--- config.mk ---
export PLATFORM = sky130hd
export DESIGN_NAME = jkmd_queue
export DESIGN_NICKNAME = d
export VERILOG_FILES = /design/src/rtl/jkmd_pkg.sv /design/src/rtl/jkmd_queue.sv
export SDC_FILE = /design/constraint.sdc
export NUM_CORES = 1
export LEC_CHECK = 0
export ABC_AREA = 0
export BUFFER_PORTS_ARGS = -buffer_cell sky130_fd_sc_hd__buf_2
export CORE_MARGIN = 3
export CORE_UTILIZATION = 55
export DETAILED_ROUTE_END_ITERATION = 7
export PLACE_DENSITY = 0.84
export SETUP_SLACK_MARGIN = 0.1
export SYNTH_ARGS = -nofsm -noshare
export SYNTH_HDL_FRONTEND = slang
export SYNTH_SLANG_ARGS = --single-unit
--- constraint.sdc ---
create_clock -name clk -period 16.74 [get_ports clk]
set_clock_uncertainty 0.15 [all_clocks]
set_input_delay 1.674 -clock clk [delete_from_list [all_inputs] [get_ports clk]]
set_output_delay 1.674 -clock clk [all_outputs]
set_load 0.005 [all_outputs]
--- src/rtl/jkmd_pkg.sv ---
// Package for the Jackson kernel moment damper: item and queue entry types,
// the configuration register file layout, state machine codes and rounding helpers.
// Used by every module under rtl; it depends on nothing else.
package jkmd_pkg;

  // Configuration register indexes on the write port.
  typedef enum logic [2:0] {
    REG_KEPT_MOMENTS = 3'd0,
    REG_COS_STEP     = 3'd1,
    REG_SIN_STEP     = 3'd2,
    REG_COT_STEP     = 3'd3,
    REG_NORM_FACTOR  = 3'd4
  } cfg_reg_t;

  localparam int CFG_INDEX_W = 3;
  localparam int CFG_DATA_W  = 32;

  // One in Q1.30.
  localparam logic signed [31:0] Q30_ONE = 32'sh4000_0000;

  // Queue between front and back.
  localparam int QUEUE_DEPTH = 2;
  localparam int QUEUE_PTR_W = 1;
  localparam int QUEUE_CNT_W = 2;

  // Input item.
  typedef struct packed {
    logic signed [31:0] moment_value;
    logic               start_of_set;
  } in_item_t;

  // Result item.
  typedef struct packed {
    logic signed [31:0] damped_moment;
    logic [15:0]        moment_index;
  } out_item_t;

  // Configuration registers as the datapath sees them.
  typedef struct packed {
    logic [15:0]        kept_moments;
    logic signed [31:0] cos_step;
    logic [30:0]        sin_step;
    logic [30:0]        cot_step;
    logic [31:0]        norm_factor;
  } cfg_t;

  // A classified moment handed from the front to the back.
  typedef struct packed {
    logic signed [31:0] moment;
    logic [15:0]        out_index;
    logic               damp;
    logic [16:0]        delta;
    logic signed [31:0] cos_val;
    logic signed [31:0] sin_val;
  } q_entry_t;

  typedef enum logic [1:0] {
    F_IDLE,
    F_MUL,
    F_RND,
    F_UPD
  } front_state_t;

  typedef enum logic [3:0] {
    B_IDLE,
    B_DELTA,
    B_SIN,
    B_ACC,
    B_ABS,
    B_NLO,
    B_NHI,
    B_WSUM,
    B_RLO,
    B_RHI,
    B_RSUM,
    B_SEND
  } back_state_t;

  // Drop sh fraction bits, rounding half away from zero.
  function automatic logic signed [65:0] round_away(input logic signed [65:0] v,
                                                    input int unsigned sh);
    logic [65:0] mag;
    logic [65:0] half;
    mag  = v[65] ? 66'(-v) : 66'(v);
    half = 66'(1) << (sh - 1);
    mag  = (mag + half) >> sh;
    return v[65] ? -$signed(mag) : $signed(mag);
  endfunction

  // Clamp to the signed 32-bit range.
  function automatic logic signed [31:0] sat32(input logic signed [35:0] v);
    if (v > 36'sh0_7FFF_FFFF) begin
      return 32'sh7FFF_FFFF;
    end else if (v < -36'sh0_8000_0000) begin
      return 32'sh8000_0000;
    end
    return v[31:0];
  endfunction

endpackage

--- src/rtl/jkmd_queue.sv ---
// Two-entry queue between the damper's front and back parts.
// Depends on jkmd_pkg for the entry type and depth constants.
module jkmd_queue (
  input  logic               clk,
  input  logic               rst,
  input  logic               push,
  input  jkmd_pkg::q_entry_t push_entry,
  output logic               full,
  input  logic               pop,
  output logic               head_valid,
  output jkmd_pkg::q_entry_t head_entry
);
  import jkmd_pkg::*;

  q_entry_t                 entries [QUEUE_DEPTH];
  logic [QUEUE_PTR_W-1:0]   wr_ptr;
  logic [QUEUE_PTR_W-1:0]   rd_ptr;
  logic [QUEUE_CNT_W-1:0]   count;

  assign full       = (count == QUEUE_CNT_W'(QUEUE_DEPTH));
  assign head_valid = (count != '0);
  assign head_entry = entries[rd_ptr];

  // Pointers and fill count.
  always_ff @(posedge clk) begin
    if (rst) begin
      wr_ptr <= '0;
      rd_ptr <= '0;
      count  <= '0;
    end else begin
      if (push) begin
        wr_ptr <= wr_ptr + 1'b1;
      end
      if (pop) begin
        rd_ptr <= rd_ptr + 1'b1;
      end
      if (push && !pop) begin
        count <= count + 1'b1;
      end else if (pop && !push) begin
        count <= count - 1'b1;
      end
    end
  end

  // Entry storage.
  always_ff @(posedge clk) begin
    if (push) begin
      entries[wr_ptr] <= push_entry;
    end
  end

endmodule

After elaboration in Yosys (flattened, before gate mapping)

Memories as Yosys holds them, arrays and structs flattened. A register that Yosys moved wholly into a read port is not among the register bits.
Index checks and enable logic that the tools add are counted.

Equal/unequal tests: 1
$add $sub $neg: 4
Multiplexer cells: 6
Reductions and logical operators: 6

Operators with widths:

| kind                | count |
|---|---|
| $mux 1              | 4 |
| $mux 2              | 2 |
| $reduce_bool 2->1   | 2 |
| $add 1x1->1 const B | 2 |
| $add 2x1->2 const B | 1 |
| $eq 2x2->1 const B  | 1 |
| $logic_and 1x1->1   | 2 |
| $logic_not 1->1     | 2 |
| $sub 2x1->2 const B | 1 |

Memories: 1
Output and inout bits: 132
Input port bits: 134
Flip-flop bits (word level): 4
RAM bits: 260
Word-level logic and storage cells: 21

Memory list:

| name    | words | width | read ports | clocked after memory_dff | wr ports | RTL line         | source |
|---|---|---|---|---|---|---|---|
| entries | 2     | 130   | 1          | 1                        | 1        | jkmd_queue.sv:15 | `q_entry_t entries [QUEUE_DEPTH];` |

Longest topological paths before layout

Depth after elaboration: 4
Mapped depth: 5
Gate-level depth less buffers: 5

Worst setup path after synthesis

No wires, ideal clock.

Path type: input port to flip-flop
Start: input port push
End: memory entries[0][0] (netlist bit), enable pin
Path buffers: 0
Setup time: 0.636 ns
Stages on the path: 1
Setup slack: 8.646 ns
Required time: 15.954 ns
Arrival: 7.308 ns
Cell sequence: nor2b_1

Word-level cells in the longest chain between the ends: 2

RTL lines:

| element                      | RTL line         | source |
|---|---|---|
| start: declaration           | jkmd_queue.sv:6  | `input logic push,` |
| $mux 1                       | jkmd_queue.sv:47 | `if (push) begin` |
| $mux 1 (not written as such) | jkmd_queue.sv:48 | `entries[wr_ptr] <= push_entry;` |
| end: declaration             | jkmd_queue.sv:15 |  |

Every way passes these cells.

==> impl_metrics.toml <==
[yosys]
avgSynthCellArea_sq_um = 22.6
synth_nets = 561
syn_inst = 426
synth_seq_cells = 265
syn_area_sq_um = 9610
ys.flop_type = "edfxtp_1"
yosysMostFrequentCell = "edfxtp_1"
yosys.cell_types.count = 17
async_reset_ff_share_pct = 0
yosysSeqAreaShare_pct = 82.2
yosysTopAreaCell = "edfxtp_1"
synth_top_area_share_pct = 81.2
synthTopCellsByCount = "edfxtp_1, mux2_2, buf_6, dfxtp_1, nor2_1"
yosysWarnings = 0
synth_edf_count = 260
synth.area.top_cells = "edfxtp_1, mux2_2, buf_6"

[drt]
ant_nets = 0
wl_per_cell_um = 19.8
dr.pass1.iters = 4
drt-initial-drc-count = 331
wirelength_um = 18800
drc = 0
vias_per_cell = 5.29
vias = 5008

[worst_setup_path]
regToRegStartpoint = "wr_ptr$_SDFFE_PP0P_"
cp_max_fo = 69
required_ps = 14920
crit_arrival_ps = 2890
startpoint_type = "register"
reg2reg_to = "entries[1][25]$_DFFE_PP_"
endpoint_kind = "primary output"
cp_slowest_stage_delay_ps = 850
critPathCapture = "head_entry[67]"
cp.depth = 3
path_cells = "buf_4, mux2_2, buf_2"
r2r_slack_ps = 14110
path_class = "register to primary output"
slowest_stage = "dfxtp_4"
cp_num_buf_inv = 2
cp_top_family = "buffers and inverters"
reg2regPathDepth = 2

[floorplanning]
rows = 47
die_h_um = 138
fp.dieW_um = 138
num_io_pins = 266
core_area_sq_um = 16800
start_util_pct = 57.2
dieArea_sq_um = 19100

[clock_network]
clk_pin_slew_ps = 60
cts_tree = "built"
cts_buffers = 26
post_cts_buffers = 0
cts_hold_buf = 0
h-tree-depth = 1
clock_path_buffers = 3
clock_latency_ps = 510
clock-sinks = 265
cts-root-buf = "clkbuf_16"
cts_resized = 0

[run_status]
status = "complete, no violations"

[timing]
fin_ws_ps = 12030
rsz0062_at_grt = "false"
relSlewSlack_pct = 38.0
max_slew.worst_pin.slew_ps = 930
fmax_mhz = 212
finalSetupViolCount = 0
hold_violations = 0
finalCriticalPeriod_ps = 4710
setup_tns_ps = 0
period_share_pct = 28.2
slew_viol_final = 0

[pwr]
ir_drop_mv = 0.108
power_density_nw_per_um2 = 123
total_leakage_power_uw = 0.00449

[layout]
insertedDiodeCount = 0
area_growth_pct = 24.0
layout-drive-gt1-share_pct = 60.4
nets = 844

[run]
maxCapViolCount = 0

[placed_design]
gp_congestion = 0.800
dp_hpwl_um = 12700
port_buffers = 265
dp_slack_ps = 12590

[grt]
antenna_found_initial = 0
grt_use_total_pct = 19.1
grt_pass1_wl_um = 29100
grt_max_degree = 70
grt_overflow = 0
grt_pass1_vias = 5369

[worst_hold_path]
min_path_type = "register to register"
==> worst min-delay path: stages, from the launching register on <==
cell     delay (ps)
dfxtp_1         330
o21ai_0          80
a21oi_1          60
==> power breakdown <==
part           internal (uW)  total [uW]  switching (uW)
registers                775         791            15.4
clock network            316         534             218
logic                   70.8         137            66.3
==> cell type report <==
type	instances	area, sq um
sequential	265	7910
fill	1028	4890
multi-input combinational	146	1580
timing repair buffer	269	1360
clock buffer	40	774
tap	220	275
clock inverter	6	27.5
inverter	1	3.75
==> state kept, by name, summed over array words and instances (netlist names), named ones only <==
register	flops
rd_ptr	1
entries	260
wr_ptr	1
count	2
==> how the worst min path moves through the flow <==
stage,from,to,cells after the start
floorplan,count[1]$_SDFFE_PP0P_,count[1]$_SDFFE_PP0P_,2
global placement,count[1]$_SDFFE_PP0P_,count[1]$_SDFFE_PP0P_,2
detailed placement,count[1]$_SDFFE_PP0P_,count[1]$_SDFFE_PP0P_,2
CTS,count[1]$_SDFFE_PP0P_,count[1]$_SDFFE_PP0P_,2
global route,count[1]$_SDFFE_PP0P_,count[1]$_SDFFE_PP0P_,2
finish,count[1]$_SDFFE_PP0P_,count[1]$_SDFFE_PP0P_,2
==> placed cells by master, fill, tap and decap left out <==
cell type / n
edfxtp_1: 260
dfxtp_4: 1
clkbuf_1: 8
buf_4: 4
clkinv_1: 2
nor2b_1: 1
and2_4: 1
o21ai_0: 1
buf_2: 265
nor2_1: 4
xnor2_1: 2
clkbuf_16: 27
or2_2: 1
ha_1: 1
clkbuf_8: 5
inv_1: 1
mux2_2: 130
nor2b_4: 1
xor2_1: 2
or3_1: 1
clkinv_2: 4
a21oi_1: 1
dfxtp_1: 4
==> cell families (layout without fill, tap and decap cells) <==
group                    count (synthesis)  in the layout  share of synthesized area (%)
AO/OA/AOI/OAI                            2              2                          0.104
XOR/XNOR                                 4              4                          0.364
adder cells (fa/ha/maj)                  1              1                          0.130
buffers and inverters                   15            316                           1.44
flip-flops                             265            265                           82.2
multiplexers                           130            130                           15.2
AND/OR/NAND/NOR                          9              9                          0.482
==> metal layers <==
metal	global-route usage (%)	vias up	part of all wire (%)
met4	5.98	0	2.7
met2	33.5	247	51
li1	-	2256	-
met3	5.56	42	8.2
met5	0	-	0
met1	23.0	2463	38
==> per-stage QoR <==
| step | util [%] | area [sq um] | total power, uW | hold slack (ps) | std cells |
|---|---|---|---|---|---|
| 2_1_floorplan | - | 9610 | 879 | 306 | 426 |
| 3_3_place_gp | 66.1 | 11100 | 935 | 324 | 901 |
| 3_5_place_dp | 66.1 | 11100 | 943 | 346 | 901 |
| 4_1_cts | 70.9 | 11900 | 1480 | 362 | 947 |
| 5_1_grt | 70.9 | 11900 | 1520 | 405 | 947 |
| 6_report | 70.9 | 11900 | 1460 | 360 | 947 |
(Power assumes the default switching activity.)
